### src/rtl/gbn_pkg.sv
// Shared types and constants for the go-back-N sender window.
// Used by gbn_alu and go_back_n_sender_window; depends on nothing else.
package gbn_pkg;

	// Operations of the shared sequence-number adder.
	typedef enum logic [1:0] {
		ALU_ADD = 2'd0,
		ALU_SUB = 2'd1,
		ALU_INC = 2'd2
	} alu_op_t;

	localparam int CMD_W = 2;
	localparam int WIN_W = 4;
	localparam int TMR_W = 2;
	localparam int SEQ_FIELD_W = 16;

	localparam logic [CMD_W-1:0] CMD_SEND    = 2'd0;
	localparam logic [CMD_W-1:0] CMD_ACK     = 2'd1;
	localparam logic [CMD_W-1:0] CMD_TIMEOUT = 2'd2;
	localparam logic [CMD_W-1:0] CMD_NOP     = 2'd3;

	localparam logic [TMR_W-1:0] TMR_NONE  = 2'd0;
	localparam logic [TMR_W-1:0] TMR_START = 2'd1;
	localparam logic [TMR_W-1:0] TMR_STOP  = 2'd2;

	localparam logic [WIN_W-1:0] WIN_RESET = 4'd4;

endpackage

### src/rtl/gbn_ram.sv
// Generic single-write, single-read RAM with a registered read port.
// Holds the outstanding payloads of the sender window; no dependencies.
module gbn_ram #(
	parameter int WIDTH = 32,
	parameter int DEPTH = 8,
	localparam int ADDR_W = (DEPTH > 1) ? $clog2(DEPTH) : 1
) (
	input  logic              clk,
	input  logic              we,
	input  logic [ADDR_W-1:0] waddr,
	input  logic [WIDTH-1:0]  wdata,
	input  logic              re,
	input  logic [ADDR_W-1:0] raddr,
	output logic [WIDTH-1:0]  rdata
);

	logic [WIDTH-1:0] mem [DEPTH];

	always_ff @(posedge clk) begin
		if (we) begin
			mem[waddr] <= wdata;
		end
		if (re) begin
			rdata <= mem[raddr];
		end
	end

endmodule

### src/rtl/gbn_alu.sv
// Shared modular adder/subtractor for sequence numbers and window counts.
// Depends on gbn_pkg for the operation codes.
module gbn_alu #(
	parameter int W = 16
) (
	input  gbn_pkg::alu_op_t op,
	input  logic [W-1:0]     a,
	input  logic [W-1:0]     b,
	output logic [W-1:0]     sum,
	output logic             carry
);
	import gbn_pkg::*;

	logic [W-1:0] b_x;
	logic         cin;

	always_comb begin
		unique case (op)
			ALU_ADD: begin
				b_x = b;
				cin = 1'b0;
			end
			ALU_SUB: begin
				b_x = ~b;
				cin = 1'b1;
			end
			ALU_INC: begin
				b_x = '0;
				cin = 1'b1;
			end
			default: begin
				b_x = b;
				cin = 1'b0;
			end
		endcase
	end

	// For a subtraction the carry out is set when a >= b.
	assign {carry, sum} = {1'b0, a} + {1'b0, b_x} + (W+1)'(cin);

endmodule

### src/rtl/go_back_n_sender_window.sv
// Top level of the go-back-N sender window: sequencer, state and result register.
// Depends on gbn_pkg, gbn_alu and gbn_ram.
//
// The block takes one transaction at a time and holds s_tready low until every
// result of it has been taken. All sequence arithmetic and window compares go
// through one shared adder, one operation per cycle. Every command first forms
// the outstanding count and the window-full flag; a send then advances the next
// sequence number and forms both again, and an acknowledgement takes its offset
// from the base, compares it with the outstanding count and, if accepted, moves
// the base and forms both again. A timeout replays each outstanding packet with
// an adder step and a registered read of the payload RAM.
// The payload RAM needs no clearing after reset.
module go_back_n_sender_window #(
	parameter int WINDOW_DEPTH = 8,
	parameter int SEQ_BITS = 16,
	parameter int PAYLOAD_BITS = 32,
	localparam int IN_W = ((PAYLOAD_BITS + 17 + 7) / 8) * 8,
	localparam int OUT_W = ((PAYLOAD_BITS + 37 + 7) / 8) * 8
) (
	input  logic                             clk,
	input  logic                             arst_n,
	input  logic                             cfg_wr_en,
	input  logic [gbn_pkg::WIN_W-1:0]        cfg_wr_data,   // window_size
	input  logic                             s_tvalid,
	output logic                             s_tready,
	// payload, ack_number, ack_intact
	input  logic [IN_W-1:0]                  s_tdata,
	input  logic [gbn_pkg::CMD_W-1:0]        s_tuser,       // command
	output logic                             m_tvalid,
	input  logic                             m_tready,
	// accepted, window_full, packet_valid, packet_seq, packet_data,
	// timer_action, timer_seq
	output logic [OUT_W-1:0]                 m_tdata,
	output logic                             m_tlast
);
	import gbn_pkg::*;

	localparam int SLOT_W = $clog2(WINDOW_DEPTH);
	localparam int SLOT_X = SLOT_W + 1;
	localparam int CNT_W = $clog2(WINDOW_DEPTH + 1);
	localparam logic [SLOT_X-1:0] DEPTH_X = SLOT_X'(WINDOW_DEPTH);
	localparam logic [SLOT_W-1:0] LAST_SLOT = SLOT_W'(WINDOW_DEPTH - 1);

	typedef enum logic [11:0] {
		ST_IDLE     = 12'b0000_0000_0001,
		ST_OUTST    = 12'b0000_0000_0010,
		ST_FULL     = 12'b0000_0000_0100,
		ST_SEND     = 12'b0000_0000_1000,
		ST_OFF      = 12'b0000_0001_0000,
		ST_OFFCMP   = 12'b0000_0010_0000,
		ST_ACKUPD   = 12'b0000_0100_0000,
		ST_REF_OUT  = 12'b0000_1000_0000,
		ST_REF_FULL = 12'b0001_0000_0000,
		ST_RD       = 12'b0010_0000_0000,
		ST_LOAD     = 12'b0100_0000_0000,
		ST_EMIT     = 12'b1000_0000_0000
	} state_t;

	state_t state_q;

	// Window state.
	logic [WIN_W-1:0]    window_q;
	logic [SEQ_BITS-1:0] base_seq_q;
	logic [SEQ_BITS-1:0] next_seq_q;
	logic [SLOT_W-1:0]   base_slot_q;

	// Captured input transaction and intermediate values.
	logic [CMD_W-1:0]        cmd_q;
	logic [PAYLOAD_BITS-1:0] payload_q;
	logic [SEQ_BITS-1:0]     ack_q;
	logic                    intact_q;
	logic [SEQ_BITS-1:0]     outst_q;
	logic [SEQ_BITS-1:0]     off_q;
	logic                    full_q;
	logic [CNT_W-1:0]        idx_q;
	logic [CNT_W-1:0]        cnt_q;
	logic [SLOT_W-1:0]       rd_slot_q;

	// Result register.
	logic                    acc_q;
	logic                    pv_q;
	logic [SEQ_FIELD_W-1:0]  pseq_q;
	logic [PAYLOAD_BITS-1:0] pdata_q;
	logic [TMR_W-1:0]        tact_q;
	logic [SEQ_FIELD_W-1:0]  tseq_q;
	logic                    last_q;

	logic [WIN_W-1:0]        eff_win;
	alu_op_t                 alu_op;
	logic [SEQ_BITS-1:0]     alu_a;
	logic [SEQ_BITS-1:0]     alu_b;
	logic [SEQ_BITS-1:0]     alu_sum;
	logic                    alu_carry;

	logic                    ram_we;
	logic [SLOT_W-1:0]       ram_waddr;
	logic                    ram_re;
	logic [PAYLOAD_BITS-1:0] ram_rdata;

	logic                    in_fire;
	logic                    out_fire;

	function automatic logic [SLOT_W-1:0] wrap_slot(input logic [SLOT_X-1:0] s);
		return (s >= DEPTH_X) ? SLOT_W'(s - DEPTH_X) : SLOT_W'(s);
	endfunction

	assign in_fire  = s_tvalid && s_tready;
	assign out_fire = m_tvalid && m_tready;
	assign s_tready = (state_q == ST_IDLE);
	assign m_tvalid = (state_q == ST_EMIT);
	assign m_tlast  = last_q;
	assign m_tdata  = OUT_W'({tseq_q, tact_q, pdata_q, pseq_q, pv_q, full_q, acc_q});

	// A zero window acts as one; a window beyond the store is clipped to it.
	always_comb begin
		if (window_q == '0) begin
			eff_win = WIN_W'(1);
		end else if (32'(window_q) > WINDOW_DEPTH) begin
			eff_win = WIN_W'(WINDOW_DEPTH);
		end else begin
			eff_win = window_q;
		end
	end

	always_comb begin
		unique case (state_q)
			ST_OUTST, ST_REF_OUT: begin
				alu_op = ALU_SUB;
				alu_a  = next_seq_q;
				alu_b  = base_seq_q;
			end
			ST_FULL, ST_REF_FULL: begin
				alu_op = ALU_SUB;
				alu_a  = outst_q;
				alu_b  = SEQ_BITS'(eff_win);
			end
			ST_SEND: begin
				alu_op = ALU_INC;
				alu_a  = next_seq_q;
				alu_b  = '0;
			end
			ST_OFF: begin
				alu_op = ALU_SUB;
				alu_a  = ack_q;
				alu_b  = base_seq_q;
			end
			ST_OFFCMP: begin
				alu_op = ALU_SUB;
				alu_a  = off_q;
				alu_b  = outst_q;
			end
			ST_ACKUPD: begin
				alu_op = ALU_INC;
				alu_a  = ack_q;
				alu_b  = '0;
			end
			ST_RD: begin
				alu_op = ALU_ADD;
				alu_a  = base_seq_q;
				alu_b  = SEQ_BITS'(idx_q);
			end
			default: begin
				alu_op = ALU_ADD;
				alu_a  = '0;
				alu_b  = '0;
			end
		endcase
	end

	gbn_alu #(
		.W(SEQ_BITS)
	) u_alu (
		.op   (alu_op),
		.a    (alu_a),
		.b    (alu_b),
		.sum  (alu_sum),
		.carry(alu_carry)
	);

	assign ram_we    = (state_q == ST_SEND);
	assign ram_waddr = wrap_slot({1'b0, base_slot_q} + SLOT_X'(outst_q));
	assign ram_re    = (state_q == ST_RD);

	gbn_ram #(
		.WIDTH(PAYLOAD_BITS),
		.DEPTH(WINDOW_DEPTH)
	) u_store (
		.clk  (clk),
		.we   (ram_we),
		.waddr(ram_waddr),
		.wdata(payload_q),
		.re   (ram_re),
		.raddr(rd_slot_q),
		.rdata(ram_rdata)
	);

	// Control state.
	always_ff @(posedge clk or negedge arst_n) begin
		if (!arst_n) begin
			state_q     <= ST_IDLE;
			window_q    <= WIN_RESET;
			base_seq_q  <= SEQ_BITS'(1);
			next_seq_q  <= SEQ_BITS'(1);
			base_slot_q <= '0;
		end else begin
			if (cfg_wr_en) begin
				window_q <= cfg_wr_data;
			end
			unique case (state_q)
				ST_IDLE: begin
					if (in_fire) begin
						state_q <= ST_OUTST;
					end
				end
				ST_OUTST: state_q <= ST_FULL;
				ST_FULL: begin
					unique case (cmd_q)
						CMD_SEND:    state_q <= alu_carry ? ST_EMIT : ST_SEND;
						CMD_ACK:     state_q <= ST_OFF;
						CMD_TIMEOUT: state_q <= (outst_q == '0) ? ST_EMIT : ST_RD;
						CMD_NOP:     state_q <= ST_EMIT;
						default:     state_q <= ST_EMIT;
					endcase
				end
				ST_SEND: begin
					next_seq_q <= alu_sum;
					state_q    <= ST_REF_OUT;
				end
				ST_OFF: state_q <= ST_OFFCMP;
				ST_OFFCMP: begin
					state_q <= (!intact_q || alu_carry) ? ST_EMIT : ST_ACKUPD;
				end
				ST_ACKUPD: begin
					base_seq_q  <= alu_sum;
					base_slot_q <= wrap_slot({1'b0, base_slot_q} + SLOT_X'(off_q) + SLOT_X'(1));
					state_q     <= ST_REF_OUT;
				end
				ST_REF_OUT:  state_q <= ST_REF_FULL;
				ST_REF_FULL: state_q <= ST_EMIT;
				ST_RD:       state_q <= ST_LOAD;
				ST_LOAD:     state_q <= ST_EMIT;
				ST_EMIT: begin
					if (out_fire) begin
						state_q <= (cmd_q == CMD_TIMEOUT && !last_q) ? ST_RD : ST_IDLE;
					end
				end
				default: state_q <= ST_IDLE;
			endcase
		end
	end

	// Datapath and result registers.
	always_ff @(posedge clk) begin
		unique case (state_q)
			ST_IDLE: begin
				if (in_fire) begin
					cmd_q     <= s_tuser;
					payload_q <= s_tdata[PAYLOAD_BITS-1:0];
					ack_q     <= SEQ_BITS'(s_tdata[PAYLOAD_BITS +: SEQ_FIELD_W]);
					intact_q  <= s_tdata[PAYLOAD_BITS + SEQ_FIELD_W];
				end
			end
			ST_OUTST: outst_q <= alu_sum;
			ST_FULL: begin
				full_q  <= alu_carry;
				acc_q   <= 1'b0;
				pv_q    <= 1'b0;
				pseq_q  <= '0;
				pdata_q <= '0;
				tact_q  <= TMR_NONE;
				tseq_q  <= '0;
				last_q  <= 1'b1;
				if (cmd_q == CMD_TIMEOUT) begin
					idx_q     <= '0;
					cnt_q     <= CNT_W'(outst_q);
					rd_slot_q <= base_slot_q;
					if (outst_q == '0) begin
						tact_q <= TMR_START;
						tseq_q <= SEQ_FIELD_W'(base_seq_q);
					end
				end
			end
			ST_SEND: begin
				acc_q   <= 1'b1;
				pv_q    <= 1'b1;
				pseq_q  <= SEQ_FIELD_W'(next_seq_q);
				pdata_q <= payload_q;
				// The new packet is the window base exactly when nothing was outstanding.
				if (outst_q == '0) begin
					tact_q <= TMR_START;
					tseq_q <= SEQ_FIELD_W'(base_seq_q);
				end
			end
			ST_OFF: off_q <= alu_sum;
			ST_ACKUPD: begin
				acc_q  <= 1'b1;
				tact_q <= TMR_STOP;
				tseq_q <= SEQ_FIELD_W'(base_seq_q);
			end
			ST_REF_OUT: outst_q <= alu_sum;
			ST_REF_FULL: begin
				full_q <= alu_carry;
				if (cmd_q == CMD_ACK && outst_q != '0) begin
					tact_q <= TMR_START;
					tseq_q <= SEQ_FIELD_W'(base_seq_q);
				end
			end
			ST_RD: begin
				pv_q   <= 1'b1;
				pseq_q <= SEQ_FIELD_W'(alu_sum);
				last_q <= (idx_q + CNT_W'(1)) == cnt_q;
				if (idx_q == '0) begin
					tact_q <= TMR_START;
					tseq_q <= SEQ_FIELD_W'(base_seq_q);
				end else begin
					tact_q <= TMR_NONE;
					tseq_q <= '0;
				end
			end
			ST_LOAD: pdata_q <= ram_rdata;
			ST_EMIT: begin
				if (out_fire) begin
					idx_q     <= idx_q + CNT_W'(1);
					rd_slot_q <= (rd_slot_q == LAST_SLOT) ? '0 : rd_slot_q + SLOT_W'(1);
				end
			end
			default: begin
			end
		endcase
	end

endmodule
### config.mk
export PLATFORM = sky130hd
export DESIGN_NAME = go_back_n_sender_window
export DESIGN_NICKNAME = d
export VERILOG_FILES = /design/src/rtl/gbn_pkg.sv /design/src/rtl/gbn_ram.sv /design/src/rtl/gbn_alu.sv /design/src/rtl/go_back_n_sender_window.sv
export SDC_FILE = /design/constraint.sdc
export NUM_CORES = 1
export LEC_CHECK = 0
export ABC_AREA = 0
export BUFFER_PORTS_ARGS = -buffer_cell sky130_fd_sc_hd__buf_2
export CORE_UTILIZATION = 45
export DETAILED_ROUTE_END_ITERATION = 12
export GPL_TIMING_DRIVEN = 0
export PLACE_DENSITY = 0.63
export SYNTH_ARGS = -nofsm -noshare
export SYNTH_HDL_FRONTEND = slang
export SYNTH_SLANG_ARGS = --single-unit
### constraint.sdc
create_clock -name clk -period 10.32 [get_ports clk]
set_input_delay 0.516 -clock clk [delete_from_list [all_inputs] [get_ports clk]]
set_output_delay 0.516 -clock clk [all_outputs]
set_load 0.005 [all_outputs]
==> impl_metrics.toml <==
[final_layout]
antenna_cells = 0
fin_util_pct = 53.1
nets = 1492
drive_gt1_share_pct = 29.3
area_growth_pct = 16.6

[worst_setup_path]
cp.arrival_ns = 5.88
crit_fanout = 10
cp-end-kind = "flop"
start_kind = "flop"
critical_path_class = "reg2reg"
worst_ep_required_time_ns = 10.66

[global_route]
antenna_found_initial = 0
grt_pass1_wl_mm = 73.7
grt_max_degree = 52
grt_overflow_total = 0
first_global_vias = 11593
track_usage_pct = 21.5

[clock_tree]
cts_setup_buffers = 0
hold_buffers = 0
cts_made_buffers = 50
clk_pin_slew_ns = 0.06
clock_path_buffers = 3
cts_tree = "done"
htreeDepth = 2
root_buffer = "clkbuf_16"
cts.sinks = 503
cts_resized = 0
clkLatencyLatePin_ns = 0.61

[place]
place.port_buffers = 131
gp_routability_congestion = 0.910
dp_hpwl_mm = 33.1

[timing]
finalSetupViolCount = 0
worst_pin_slew_ns = 1.31
hold_ws_ns = -0.0298
drv_slew = 0
relSlewSlack_pct = 12.5
finalHoldViolations = 18
period_share_pct = 53.8
skew_ns = 0.0265
tns_ns = 0
rsz0062_at_grt = "false"
period_needed_ns = 5.55
max_freq_ghz = 0.180

[logic_synthesis]
synthTopCellsByArea = "edfxtp_1 66%, mux4_2 7.0%, dfrtp_1 5.7%, mux2_2 2.8%, a22o_1 2.0%"
synth_warnings = 0
synth-edff-count = 452
yosysTopAreaCellShare_pct = 65.8
ys.flop_type = "edfxtp_1"
yosysSeqAreaShare_pct = 72.0
synth.avg_cell_area_um2 = 17.5
async_flop_share_pct = 10.1
yosys.cell_count.top_type = "edfxtp_1"
synthCells = 1181
synth_seq_cells = 503
yosysTopAreaCell = "edfxtp_1"
synthTopCellsByCount = "452 x edfxtp_1, 84 x nand2_1, 64 x mux4_2, 51 x mux2_2, 48 x a22o_1"
synth_area_um2 = 20600
ys_types = 66

[floorplanning]
fp-row-count = 78
dieArea_um2 = 46700
core_area_um2 = 45300
die_width_um = 216
die_height_um = 216
io_pins = 142
initial_core_util_pct = 45.6

[power]
switchingPower_mw = 1.05
intPower_mw = 3.46
p_clk_share_pct = 38.5
leakage_nw = 8.78
switching_share_pct = 23.3
p_comb_share_pct = 6.8
vdd_drop_max_mv = 0.152
seq_power_share_pct = 54.7
p_per_area_nw_per_um2 = 188

[drt]
drt-pass1-iter-count = 7
ant_nets = 0
initialDrtViolationCount = 1032
wl_mm = 49.3
vias_per_cell = 5.65
vias = 11494
drc_errors = 0
avgRoutedWirePerCell_um = 24.2

[status]
status = "finished with violations"
violations = "negative hold slack"

[min_path]
hp-class = "in2async"

[job]
maxCapViolations = 0
## registers in the layout, indices dropped and copies added, names as in the netlist, 2 cells and up
name and flops:
tseq_q 16, cnt_q 4, u_store.rdata 32, idx_q 4
tact_q 2, rd_slot_q 3, cmd_q 2, u_store.mem 256
base_seq_q 16, window_q 4, off_q 16, payload_q 32
pseq_q 16, next_seq_q 16, ack_q 16, pdata_q 32
state_q 12, base_slot_q 3, outst_q 16
## power groups by stage
stage / Clock (mW) / Sequential (mW) / Combinational (mW)
floorplan: 0 / 2.47 / 0.182
global placement: 0 / 2.51 / 0.284
detailed placement: 0 / 2.51 / 0.310
CTS: 1.78 / 2.47 / 0.313
global route: 1.84 / 2.48 / 0.334
finish: 1.74 / 2.47 / 0.307
## metal layers
layer	part of all wire (%)	GRT usage, %	vias to the layer above	wire (um)
met4	2.9	7.28	0	1440
met3	5.3	3.21	83	2600
met2	49	35.7	369	24300
met5	0	0	-	0
met1	43	29.1	5896	21000
li1	-	-	5146	-
## final cells by class
type	instances	area [um^2]
Fill cell	3729	21200
Sequential cell	503	14900
Multi-Input combinational cell	590	5390
Clock buffer	67	1340
Timing Repair Buffer	164	1040
Tap cell	600	751
Buffer	67	365
Clock inverter	22	221
Inverter	23	86.3
## stage by stage
stage | worst slack, ns | area [um^2] | instances | hold slack, ns | total power [mW]
detailed placement | 4.80 | 22500 | 1947 | 0.464 | 2.82
floorplan | 5.31 | 20600 | 1183 | 0.220 | 2.65
CTS | 4.79 | 24000 | 2036 | 0.0448 | 4.56
finish | 4.77 | 24000 | 2036 | -0.0298 | 4.51
global route | 4.48 | 24000 | 2036 | 0.0124 | 4.66
global placement | 1.57 | 22000 | 1914 | 0.461 | 2.79
## critical path, cell delays in order (launching register included)
cell      delay, ns
dfrtp_1        0.35
buf_2          0.18
nor4_4         0.33
nand2_2        0.21
nor4_2         0.38
buf_2          0.40
or3_1          0.16
ha_1           0.19
nor2b_1        0.06
clkbuf_1       0.19
mux2_1         0.35
fa_1           0.48
fa_1           0.51
a211oi_1       0.34
o211ai_1       0.19
a221o_1        0.37
a21oi_1        0.19
xnor2_1        0.17
a22o_1         0.22
## cell usage in the layout, fill, tap and decap left out, types with 5 or more instances in the layout
| cell type | count |
|---|---|
| edfxtp_1 | 452 |
| buf_2 | 155 |
| nand2_1 | 84 |
| mux4_2 | 64 |
| mux2_2 | 51 |
| clkbuf_16 | 51 |
| a22o_1 | 48 |
| dfrtp_1 | 47 |
| o21ai_0 | 39 |
| clkbuf_1 | 37 |
| a22oi_1 | 28 |
| buf_4 | 27 |
| a21oi_1 | 23 |
| nor2_1 | 22 |
| inv_1 | 22 |
| ha_1 | 22 |
| a222oi_1 | 20 |
| and2_1 | 20 |
| buf_6 | 18 |
| xnor2_1 | 18 |
| xor2_1 | 13 |
| clkinv_1 | 13 |
| nor3_1 | 10 |
| nand3_1 | 8 |
| nor2b_1 | 7 |
| nand2b_1 | 7 |
| nor4_2 | 6 |
| or3_1 | 6 |
| and3_1 | 6 |
| o21ai_1 | 6 |
| nor4_1 | 6 |
| nor3b_1 | 5 |
## cell families (layout without fill, tap and decap cells)
| logic type | after synthesis | in the layout | share of synthesized area, % |
|---|---|---|---|
| flip-flops | 503 | 503 | 72.0 |
| multiplexers | 120 | 120 | 10.0 |
| other | 1 | 3 | 0.0182 |
| adder cells (fa/ha/maj) | 26 | 26 | 1.72 |
| XOR/XNOR | 31 | 31 | 1.32 |
| AO/OA/AOI/OAI | 187 | 187 | 6.54 |
| AND/OR/NAND/NOR | 223 | 223 | 6.17 |
| buffers and inverters | 90 | 343 | 2.19 |
## worst paths after layout
path / depth (start not counted) / slack (ns) / to / startpoint
worst max-delay path: 18 / 4.77 / pseq_q[14] / state_q[9]
worst min-delay path: 1 / -0.03 / state_q[1] / arst_n
worst max register to register: 18 / 4.77 / pseq_q[14] / state_q[9]
worst min register to register: 2 / 0.47 / next_seq_q[0] / next_seq_q[0]
max in group asynchronous: 1 / 9.82 / next_seq_q[7] / arst_n
min in group clk: 1 / 0.08 / payload_q[1] / s_tdata[1]
Power figures use the tool's default switching activity.
